File: config.mk
export PLATFORM = sky130hd
export DESIGN_NAME = cartridge_mapper_irq_wave_ram
export DESIGN_NICKNAME = d
export VERILOG_FILES = /design/src/hw/rtl/cmirq_pkg.sv /design/src/hw/rtl/cmirq_ram.sv /design/src/hw/rtl/cmirq_mod.sv /design/src/hw/rtl/cartridge_mapper_irq_wave_ram.sv
export SDC_FILE = /design/constraint.sdc
export NUM_CORES = 1
export LEC_CHECK = 0
export ABC_AREA = 0
export BUFFER_PORTS_ARGS = -buffer_cell sky130_fd_sc_hd__buf_2
export CAP_MARGIN = 30
export CELL_PAD_IN_SITES_DETAIL_PLACEMENT = 0
export CELL_PAD_IN_SITES_GLOBAL_PLACEMENT = 1
export CORE_MARGIN = 2
export CORE_UTILIZATION = 30
export CTS_CLUSTER_DIAMETER = 150
export DETAILED_ROUTE_END_ITERATION = 8
export PLACE_DENSITY_LB_ADDON = 0.1
export SLEW_MARGIN = 10
export SYNTH_ARGS = -nofsm -noshare
export SYNTH_HDL_FRONTEND = slang
export SYNTH_SLANG_ARGS = --single-unit
File: constraint.sdc
create_clock -name clk -period 5.7 [get_ports clk]
set_input_delay 0.285 -clock clk [delete_from_list [all_inputs] [get_ports clk]]
set_output_delay 0.285 -clock clk [all_outputs]
set_load 0.005 [all_outputs]
File: src/hw/rtl/cmirq_pkg.sv
`timescale 1ns / 1ps
`default_nettype none

package cmirq_pkg;

  localparam int RAM_DEPTH = 128;
  localparam int RAM_AW    = $clog2(RAM_DEPTH);

  localparam int MOD_STEPS = 8;
  localparam int MOD_CW    = $clog2(MOD_STEPS + 1);

  localparam int CFG_IDX_W  = 1;
  localparam int CFG_DATA_W = 10;

  localparam logic [CFG_IDX_W-1:0] CFG_CHR_PAGE_COUNT = 1'd0;
  localparam logic [CFG_IDX_W-1:0] CFG_TICK_INCREMENT = 1'd1;

  localparam logic [8:0]  CHR_PAGE_COUNT_RST = 9'd256;
  localparam logic [9:0]  TICK_INCREMENT_RST = 10'd113;
  localparam logic [15:0] IRQ_LIMIT          = 16'h7FFF;
  localparam logic [7:0]  NT_INTERNAL_MIN    = 8'hE0;

  localparam logic [1:0] FUNC_READ  = 2'd0;
  localparam logic [1:0] FUNC_WRITE = 2'd1;
  localparam logic [1:0] FUNC_TICK  = 2'd2;

  localparam logic [1:0] MAP_NONE    = 2'd0;
  localparam logic [1:0] MAP_PATTERN = 2'd1;
  localparam logic [1:0] MAP_NAME    = 2'd2;
  localparam logic [1:0] MAP_PROGRAM = 2'd3;

  localparam logic [4:0] REG_RAM      = 5'h09;
  localparam logic [4:0] REG_CNT_LO   = 5'h0A;
  localparam logic [4:0] REG_CNT_HI   = 5'h0B;
  localparam logic [4:0] REG_PAT_LO   = 5'h10;
  localparam logic [4:0] REG_PAT_HI   = 5'h17;
  localparam logic [4:0] REG_NT_LO    = 5'h18;
  localparam logic [4:0] REG_NT_HI    = 5'h1B;
  localparam logic [4:0] REG_PRG_LO   = 5'h1C;
  localparam logic [4:0] REG_PRG_HI   = 5'h1E;
  localparam logic [4:0] REG_POINTER  = 5'h1F;
  localparam logic [2:0] PRG_SLOT_OFS = 3'd4;

  typedef struct packed {
    logic              we;
    logic              re;
    logic [RAM_AW-1:0] addr;
    logic [7:0]        wdata;
  } ram_req_t;

  typedef struct packed {
    logic       start;
    logic [7:0] dividend;
    logic [8:0] divisor;
  } mod_req_t;

  typedef struct packed {
    logic       done;
    logic [7:0] rem;
  } mod_rsp_t;

  typedef struct packed {
    logic [7:0] read_data;
    logic       irq_fire;
    logic [1:0] map_kind;
    logic [2:0] map_slot;
    logic [7:0] map_page;
    logic       map_internal;
  } result_t;

endpackage

`default_nettype wire

File: src/hw/rtl/cmirq_ram.sv
`timescale 1ns / 1ps
`default_nettype none

module cmirq_ram
  import cmirq_pkg::*;
(
  input  wire logic     clk,
  input  wire logic     rst_n,
  input  wire ram_req_t req,
  output logic [7:0]    rdata
);

  logic [7:0]           mem [RAM_DEPTH];
  logic [RAM_DEPTH-1:0] vld_r;
  logic [7:0]           mem_rd_r;
  logic                 vld_rd_r;

  always_ff @(posedge clk) begin
    if (req.we) begin
      mem[req.addr] <= req.wdata;
    end
    if (req.re) begin
      mem_rd_r <= mem[req.addr];
    end
  end

  // Entries never written since reset read as zero.
  always_ff @(posedge clk) begin
    if (!rst_n) begin
      vld_r    <= '0;
      vld_rd_r <= 1'b0;
    end else begin
      if (req.we) begin
        vld_r[req.addr] <= 1'b1;
      end
      if (req.re) begin
        vld_rd_r <= vld_r[req.addr];
      end
    end
  end

  assign rdata = vld_rd_r ? mem_rd_r : 8'd0;

endmodule

`default_nettype wire

File: src/hw/rtl/cmirq_mod.sv
`timescale 1ns / 1ps
`default_nettype none

module cmirq_mod
  import cmirq_pkg::*;
(
  input  wire logic     clk,
  input  wire logic     rst_n,
  input  wire mod_req_t req,
  output mod_rsp_t      rsp
);

  logic [7:0]        rem_r, rem_nxt;
  logic [7:0]        dvd_r, dvd_nxt;
  logic [8:0]        div_r, div_nxt;
  logic [MOD_CW-1:0] cnt_r, cnt_nxt;
  logic              done_r, done_nxt;
  logic [8:0]        trial;

  // One restoring step per cycle: shift in the next dividend bit and
  // subtract the divisor when it fits.
  always_comb begin
    rem_nxt  = rem_r;
    dvd_nxt  = dvd_r;
    div_nxt  = div_r;
    cnt_nxt  = cnt_r;
    done_nxt = 1'b0;
    trial    = {rem_r, dvd_r[7]};
    if (req.start) begin
      rem_nxt = 8'd0;
      dvd_nxt = req.dividend;
      div_nxt = req.divisor;
      cnt_nxt = MOD_CW'(MOD_STEPS);
    end else if (cnt_r != '0) begin
      if (trial >= div_r) begin
        rem_nxt = 8'(trial - div_r);
      end else begin
        rem_nxt = trial[7:0];
      end
      dvd_nxt = {dvd_r[6:0], 1'b0};
      cnt_nxt = cnt_r - MOD_CW'(1);
      done_nxt = (cnt_r == MOD_CW'(1));
    end
  end

  always_ff @(posedge clk) begin
    rem_r <= rem_nxt;
    dvd_r <= dvd_nxt;
    div_r <= div_nxt;
  end

  always_ff @(posedge clk) begin
    if (!rst_n) begin
      cnt_r  <= '0;
      done_r <= 1'b0;
    end else begin
      cnt_r  <= cnt_nxt;
      done_r <= done_nxt;
    end
  end

  assign rsp.done = done_r;
  assign rsp.rem  = rem_r;

endmodule

`default_nettype wire

File: src/hw/rtl/cartridge_mapper_irq_wave_ram.sv
`timescale 1ns / 1ps
`default_nettype none

// Channel  | Direction | Ports
// ---------+-----------+-----------------------------------------------------
// in       | input     | in_valid, in_stall, in_func, in_address, in_data
// out      | output    | out_valid, out_stall, out_read_data, out_irq_fire,
//          |           | out_map_kind, out_map_slot, out_map_page,
//          |           | out_map_internal
// cfg      | input     | cfg_we, cfg_index, cfg_data
//
// Every transaction yields one result via states EXEC and DONE, plus RAMRD for
// internal RAM read (registered RAM port) and DIV for a nametable page below
// 0xE0 with a nonzero CHR page count, reduced by the bit-serial remainder unit
// at one bit per cycle. Synchronous active-low reset clears control state and
// marks every RAM byte as zero. While a result stalls in the output register,
// one more transaction can be taken; it waits in the done state until then.

module cartridge_mapper_irq_wave_ram
  import cmirq_pkg::*;
(
  input  wire logic                  clk,
  input  wire logic                  rst_n,
  input  wire logic                  in_valid,
  output logic                       in_stall,
  input  wire logic [1:0]            in_func,
  input  wire logic [15:0]           in_address,
  input  wire logic [7:0]            in_data,
  output logic                       out_valid,
  input  wire logic                  out_stall,
  output logic [7:0]                 out_read_data,
  output logic                       out_irq_fire,
  output logic [1:0]                 out_map_kind,
  output logic [2:0]                 out_map_slot,
  output logic [7:0]                 out_map_page,
  output logic                       out_map_internal,
  input  wire logic                  cfg_we,
  input  wire logic [CFG_IDX_W-1:0]  cfg_index,
  input  wire logic [CFG_DATA_W-1:0] cfg_data
);

  typedef enum logic [4:0] {
    S_IDLE  = 5'b00001,
    S_EXEC  = 5'b00010,
    S_RAMRD = 5'b00100,
    S_DIV   = 5'b01000,
    S_DONE  = 5'b10000
  } state_t;

  state_t      state_r, state_nxt;
  logic [1:0]  func_r;
  logic [15:0] addr_r;
  logic [7:0]  data_r;
  logic [8:0]  chr_cnt_r;
  logic [9:0]  tick_inc_r;
  logic [7:0]  ptr_r, ptr_nxt;
  logic [14:0] cnt_r, cnt_nxt;
  logic [14:0] latch_r, latch_nxt;
  logic        irq_en_r, irq_en_nxt;
  result_t     res_r, res_nxt;
  result_t     out_res_r;
  logic        out_valid_r, out_valid_nxt;
  logic        out_load;
  logic [4:0]  reg_sel;
  logic [15:0] tick_sum;
  logic [7:0]  ptr_step;
  ram_req_t    ram_req;
  logic [7:0]  ram_rdata;
  mod_req_t    mod_req;
  mod_rsp_t    mod_rsp;

  cmirq_ram u_ram (
    .clk   (clk),
    .rst_n (rst_n),
    .req   (ram_req),
    .rdata (ram_rdata)
  );

  cmirq_mod u_mod (
    .clk   (clk),
    .rst_n (rst_n),
    .req   (mod_req),
    .rsp   (mod_rsp)
  );

  assign reg_sel  = addr_r[15:11];
  assign tick_sum = {1'b0, cnt_r} + {6'd0, tick_inc_r};
  assign ptr_step = ptr_r[7] ? {1'b1, 7'(ptr_r[6:0] + 7'd1)} : ptr_r;
  assign out_load = (state_r == S_DONE) && (!out_valid_r || !out_stall);

  always_comb begin
    state_nxt  = state_r;
    ptr_nxt    = ptr_r;
    cnt_nxt    = cnt_r;
    latch_nxt  = latch_r;
    irq_en_nxt = irq_en_r;
    res_nxt    = res_r;
    ram_req    = '{we: 1'b0, re: 1'b0, addr: ptr_r[RAM_AW-1:0], wdata: data_r};
    mod_req    = '{start: 1'b0, dividend: data_r, divisor: chr_cnt_r};
    case (state_r)
      S_IDLE: begin
        if (in_valid) begin
          state_nxt = S_EXEC;
        end
      end
      S_EXEC: begin
        res_nxt   = '0;
        state_nxt = S_DONE;
        case (func_r)
          FUNC_READ: begin
            case (reg_sel) inside
              REG_RAM: begin
                ram_req.re = 1'b1;
                ptr_nxt    = ptr_step;
                state_nxt  = S_RAMRD;
              end
              REG_CNT_LO: res_nxt.read_data = cnt_r[7:0];
              REG_CNT_HI: res_nxt.read_data = {1'b0, cnt_r[14:8]};
              default: ;
            endcase
          end
          FUNC_WRITE: begin
            case (reg_sel) inside
              REG_RAM: begin
                ram_req.we = 1'b1;
                ptr_nxt    = ptr_step;
              end
              REG_CNT_LO: begin
                latch_nxt = {latch_r[14:8], data_r};
                cnt_nxt   = latch_nxt;
              end
              REG_CNT_HI: begin
                latch_nxt  = {data_r[6:0], latch_r[7:0]};
                irq_en_nxt = data_r[7];
                cnt_nxt    = latch_nxt;
              end
              [REG_PAT_LO:REG_PAT_HI]: begin
                res_nxt.map_kind = MAP_PATTERN;
                res_nxt.map_slot = reg_sel[2:0];
                res_nxt.map_page = data_r;
              end
              [REG_NT_LO:REG_NT_HI]: begin
                res_nxt.map_kind = MAP_NAME;
                res_nxt.map_slot = {1'b0, reg_sel[1:0]};
                if (data_r >= NT_INTERNAL_MIN) begin
                  res_nxt.map_internal = 1'b1;
                  res_nxt.map_page     = {6'd0, data_r[1:0]};
                end else if (chr_cnt_r == 9'd0) begin
                  res_nxt.map_page = data_r;
                end else begin
                  mod_req.start = 1'b1;
                  state_nxt     = S_DIV;
                end
              end
              [REG_PRG_LO:REG_PRG_HI]: begin
                res_nxt.map_kind = MAP_PROGRAM;
                res_nxt.map_slot = 3'(reg_sel[2:0] - PRG_SLOT_OFS);
                res_nxt.map_page = data_r;
              end
              REG_POINTER: ptr_nxt = data_r;
              default: ;
            endcase
          end
          FUNC_TICK: begin
            if (irq_en_r) begin
              if (tick_sum >= IRQ_LIMIT) begin
                cnt_nxt          = IRQ_LIMIT[14:0];
                irq_en_nxt       = 1'b0;
                res_nxt.irq_fire = 1'b1;
              end else begin
                cnt_nxt = tick_sum[14:0];
              end
            end
          end
          default: ;
        endcase
      end
      S_RAMRD: begin
        res_nxt.read_data = ram_rdata;
        state_nxt         = S_DONE;
      end
      S_DIV: begin
        if (mod_rsp.done) begin
          res_nxt.map_page = mod_rsp.rem;
          state_nxt        = S_DONE;
        end
      end
      S_DONE: begin
        if (out_load) begin
          state_nxt = S_IDLE;
        end
      end
      default: state_nxt = S_IDLE;
    endcase
  end

  always_comb begin
    out_valid_nxt = out_valid_r;
    if (out_valid_r && !out_stall) begin
      out_valid_nxt = 1'b0;
    end
    if (out_load) begin
      out_valid_nxt = 1'b1;
    end
  end

  always_ff @(posedge clk) begin
    if (!rst_n) begin
      state_r     <= S_IDLE;
      ptr_r       <= 8'd0;
      cnt_r       <= 15'd0;
      latch_r     <= 15'd0;
      irq_en_r    <= 1'b0;
      out_valid_r <= 1'b0;
      chr_cnt_r   <= CHR_PAGE_COUNT_RST;
      tick_inc_r  <= TICK_INCREMENT_RST;
    end else begin
      state_r     <= state_nxt;
      ptr_r       <= ptr_nxt;
      cnt_r       <= cnt_nxt;
      latch_r     <= latch_nxt;
      irq_en_r    <= irq_en_nxt;
      out_valid_r <= out_valid_nxt;
      if (cfg_we && cfg_index == CFG_CHR_PAGE_COUNT) begin
        chr_cnt_r <= cfg_data[8:0];
      end
      if (cfg_we && cfg_index == CFG_TICK_INCREMENT) begin
        tick_inc_r <= cfg_data;
      end
    end
  end

  always_ff @(posedge clk) begin
    res_r <= res_nxt;
    if (state_r == S_IDLE && in_valid) begin
      func_r <= in_func;
      addr_r <= in_address;
      data_r <= in_data;
    end
    if (out_load) begin
      out_res_r <= res_r;
    end
  end

  assign in_stall         = (state_r != S_IDLE);
  assign out_valid        = out_valid_r;
  assign out_read_data    = out_res_r.read_data;
  assign out_irq_fire     = out_res_r.irq_fire;
  assign out_map_kind     = out_res_r.map_kind;
  assign out_map_slot     = out_res_r.map_slot;
  assign out_map_page     = out_res_r.map_page;
  assign out_map_internal = out_res_r.map_internal;

  a_fire_alone: assert property (@(posedge clk) disable iff (!rst_n)
    out_valid && out_irq_fire |-> out_map_kind == MAP_NONE && out_read_data == 8'd0)
    else $error("IRQ result carries other fields");

  a_internal_nt: assert property (@(posedge clk) disable iff (!rst_n)
    out_valid && out_map_internal |-> out_map_kind == MAP_NAME)
    else $error("internal page flag outside a nametable update");

  a_div_done: assert property (@(posedge clk) disable iff (!rst_n)
    mod_rsp.done |-> state_r == S_DIV)
    else $error("remainder finished outside the divide state");

  a_one_at_a_time: assert property (@(posedge clk) disable iff (!rst_n)
    in_valid && !in_stall |=> in_stall)
    else $error("second transaction accepted while busy");

  a_counter_limit: assert property (@(posedge clk) disable iff (!rst_n)
    res_r.irq_fire && state_r == S_DONE |-> cnt_r == IRQ_LIMIT[14:0] && !irq_en_r)
    else $error("IRQ fired without saturating the counter");

endmodule

`default_nettype wire
==> run summary <==
The proportion of netlist area held by the largest area contributor was 0.6619; the number of iterations in the first detailed-routing pass was 7. The total I/O pin count came out at 67. The tools report the type of destination of the critical path as a flip-flop. The count of buffers added on input and output ports is 55. In this run the power density over the cells is 356.2 mW/mm2.

At the later pin of the worst-skew pair, clock insertion delay measures 0.82 ns. The run gives 0.506 as the register share of total power. The headroom to the max-slew limit was 0.3073; the maximum resistive drop on vdd was 0.3089 mV.

Summing all placed instances gives a cell area of 0.05442 mm2. The total chip power is 21360 uW. The run gives 0.7984 as the last weighted congestion value of the routability-driven placer.

For flop-to-flop paths, the worst setup slack is 1.41 ns. From synthesis to final layout, the design area changed by 19.11%. After global routing the overflow that remains totals 0. The run gives 0.1670 mm2 as the core outline area. The routed design has 176.1 mm of wire. In this run, post-CTS repair resized a total of 0 instances. Average footprint of a synthesized cell: 15.09 um2. Setup violations remaining at the end of the flow were counted as 0. The number of sinks driven by the clock tree is 1316. At the worst endpoint, the required time is 6.13 ns. The tree is rooted in a sky130_fd_sc_hd__clkbuf_16. The logs give 15871 for the fill cell instance count of the final layout and 40 for the cts-stage hold buffer count. The final route contains 31522 vias. In this run the vertical extent of the chip is 413.7 um.

The synthesized netlist occupies a cell area of 0.05036 mm2. Signal arrival time at the worst endpoint: 4.71 ns. Tracing the worst setup path back leads to its startpoint at ptr_r[1].

The flow ran to the end, and the final reports show no timing, DRC or antenna violations. The count of nets after finishing was 3642; the number of nets in the synthesized netlist was 3403. STA classifies the critical path startpoint as a flip-flop.

The run gives 0.7438 as the proportion of synthesized chip area in sequential cells. The share of synthesized flip-flops with an asynchronous set or reset was 0; the part of the power in the clock network was 0.447. Detailed placement ended at an HPWL of 109.3 mm. The floorplan has 150 rows.

Number of distinct library cell variants in the gate-level netlist after synthesis: 82. For the net switching power, the log shows 4910 uW. Across the run, the number of max-cap violations was 0. Kind of critical path: reg -> reg. In this run the number of H-tree levels came out at 4. Initial antenna violation count: 11.

Setup repair after global routing left no endpoint under its margin. After technology mapping, the gate count stands at 3337. The internal power of the cells totals 16450 uW. The path depth of the worst reg2reg path works out to 8. The run gives 233.3 MHz as the upper clock frequency limit. The slew at the pin closest to its max-slew limit came out at 1.037 ns. The tools report the final count of pins violating max slew as 0. Dividing the detail-routed via count by the number of cells gives 5.334. For the combinational share of power, the log shows 0.047. The die covers 0.1712 mm2. After clock tree synthesis, the clock-pin slew on the worst setup and hold paths is 0.07 ns.

The initial core utilization is 0.3015, and the flip-flop and latch count after synthesis is 1316. The tools report the timing endpoint of the critical path as u_ram.mem_rd_r[0]. The critical register-to-register path endpoint is u_ram.mem_rd_r[0]. The tools report the wire length of the first global-routing pass as 246.0 mm. Setup clock skew after layout: 0.04563 ns. The logs give 0 ns for the setup TNS and 0.05998 mm2 for the final non-filler cell area.

The count of flip-flops with a built-in enable after synthesis is 1110, and the switching portion of total power is 0.2298. The synthesized design spends more area on one cell type than any other, namely sky130_fd_sc_hd__edfxtp_1. The top fanout value on the critical path came out at 46.

In this run the critical register-to-register path is launched from ptr_r[1]. Number of design rule violations left after detail routing: 0. After detailed routing, the average wire length per cell comes to 29.80 um. In the post-synthesis netlist, the biggest area contributors are sky130_fd_sc_hd__edfxtp_1, sky130_fd_sc_hd__dfxtp_1, sky130_fd_sc_hd__a22oi_1. Post-CTS timing repair inserted 0 buffers for setup.

The share of post-route cells with drive strength above 1 is 0.1518, and the final cycle utilization of the critical path is 0.7521. The DRC violation total after the first TritonRoute iteration is 3115, and the overall die width is 413.7 um. The number of global-route vias before repair was 31532; the final critical path time including I/O delays and setup was 4.287 ns. The top flip-flop cell by instance count after synthesis was sky130_fd_sc_hd__edfxtp_1. The clock passes through at most 3 buffers. In this run the static leakage power is 0.01921 uW.

In this run the remaining antenna-violating nets after routing total 0. The logs give 112 for the pin count of the biggest net entering global routing and 149 for the number of buffers created by CTS. The kind of path behind the tightest hold check was in -> reg. For this run, the number of Yosys warnings is 0. TritonCTS built the clock tree.

The aggregate global-route resource usage was 0.2041. For the count of final hold-check violations, the log shows 0.
## synthesized netlist by cell type, drive strengths merged (35+ instances only)
cell type	n
mux2i	53
a22oi	368
a221oi	86
a22o	82
buf	90
nand3	67
edfxtp	1110
nand4	64
clkbuf	135
nor2b	35
nand2	183
o21ai	67
dfxtp	206
o21a	134
nor2	189
a31oi	63
a21oi	80
## kinds of logic after synthesis
group | synth area share
mux | 0.01814
fa+ha+maj | 0.006261
xor+xnor | 0.002609
flops | 0.7438
simple gates | 0.06214
buf+inv | 0.02032
compound gates | 0.1467
## registers in the layout, indices dropped and copies added (netlist names), 8 cells and up
signal          flops
out_map_page        8
chr_cnt_r           9
data_r              8
u_ram.mem_rd_r      8
u_ram.mem        1024
latch_r            15
u_mod.dvd_r         8
out_read_data       8
ptr_r               8
tick_inc_r         10
cnt_r              15
u_mod.div_r         9
u_mod.rem_r         8
res_r              23
u_ram.vld_r       128
## metrics by stage
| step | util | worst slack [ns] | hold WS [ns] | instances |
|---|---|---|---|---|
| 2_1_floorplan | - | 2.006 | 0.3839 | 3337 |
| 3_3_place_gp | 0.3198 | 1.441 | 0.4160 | 5467 |
| 3_5_place_dp | 0.3258 | 1.447 | 0.4045 | 5564 |
| 4_1_cts | 0.3575 | 1.412 | 0.1250 | 5881 |
| 5_1_grt | 0.3591 | 1.365 | 0.1574 | 5908 |
| 6_report | 0.3591 | 1.413 | 0.1996 | 5910 |
## cells in the final DEF, fill, tap and decap left out, types with 22 or more instances in the layout
master and instances:
sky130_fd_sc_hd__edfxtp_1 1110, sky130_fd_sc_hd__a22oi_1 368, sky130_fd_sc_hd__dfxtp_1 201, sky130_fd_sc_hd__nor2_1 188, sky130_fd_sc_hd__nand2_1 177, sky130_fd_sc_hd__clkbuf_16 149
sky130_fd_sc_hd__o21a_1 134, sky130_fd_sc_hd__buf_4 131, sky130_fd_sc_hd__a221oi_1 86, sky130_fd_sc_hd__a22o_1 82, sky130_fd_sc_hd__a21oi_1 79, sky130_fd_sc_hd__nand3_1 67
sky130_fd_sc_hd__buf_6 67, sky130_fd_sc_hd__nand4_1 64, sky130_fd_sc_hd__o21ai_0 63, sky130_fd_sc_hd__a31oi_1 62, sky130_fd_sc_hd__buf_2 56, sky130_fd_sc_hd__mux2i_1 53
sky130_fd_sc_hd__dlygate4sd3_1 40, sky130_fd_sc_hd__nor2b_1 33, sky130_fd_sc_hd__clkbuf_1 31, sky130_fd_sc_hd__clkinv_2 26, sky130_fd_sc_hd__clkinv_1 25, sky130_fd_sc_hd__inv_1 23
sky130_fd_sc_hd__ha_1 22
## critical path, cell delays in order, from the launching register on
cell	delay, ns
sky130_fd_sc_hd__dfxtp_4	0.93
sky130_fd_sc_hd__and3b_4	0.50
sky130_fd_sc_hd__buf_12	0.29
sky130_fd_sc_hd__buf_4	0.23
sky130_fd_sc_hd__a221oi_1	0.40
sky130_fd_sc_hd__a31oi_1	0.30
sky130_fd_sc_hd__or4_1	0.69
sky130_fd_sc_hd__a41oi_1	0.21
sky130_fd_sc_hd__nand4_1	0.32
## power by group through the flow
stage,clock [uW],combinational (uW),sequential [uW]
2_1_floorplan,0,513,11100
3_3_place_gp,0,945,11000
3_5_place_dp,0,980,11000
4_1_cts,9780,1010,10800
5_1_grt,10100,1130,10800
6_report,9550,1000,10800
## worst min-delay path by stage
| stage | startpoint | endpoint | cells past startpoint |
|---|---|---|---|
| after floorplan | in_address[11] | addr_r[11] | 0 |
| after global placement | res_r[0] | out_map_internal | 0 |
| after detailed placement | res_r[12] | out_map_kind[0] | 0 |
| after CTS | in_data[7] | data_r[7] | 2 |
| after global routing | in_data[7] | data_r[7] | 2 |
| final | in_data[7] | data_r[7] | 2 |
## per-layer routing
layer,up-vias,global-route usage,share of wire
li1,13878,-,-
met1,16491,0.2749,0.44
met2,933,0.3387,0.48
met3,218,0.03239,0.048
met4,2,0.05960,0.026
met5,-,0,0.000068
## cell type report
class,instances,area [um2],share of cell area
Sequential cell,1316,37470,0.6247
Tap cell,2204,2758,0.04597
Antenna cell,4,10.01,0.0001669
Timing Repair Buffer,313,2796,0.04662
Multi-Input combinational cell,1771,11950,0.1992
Clock buffer,194,4038,0.06731
Clock inverter,83,860.8,0.01435
Inverter,25,98.84,0.001648
Power figures use the tool's default switching activity.
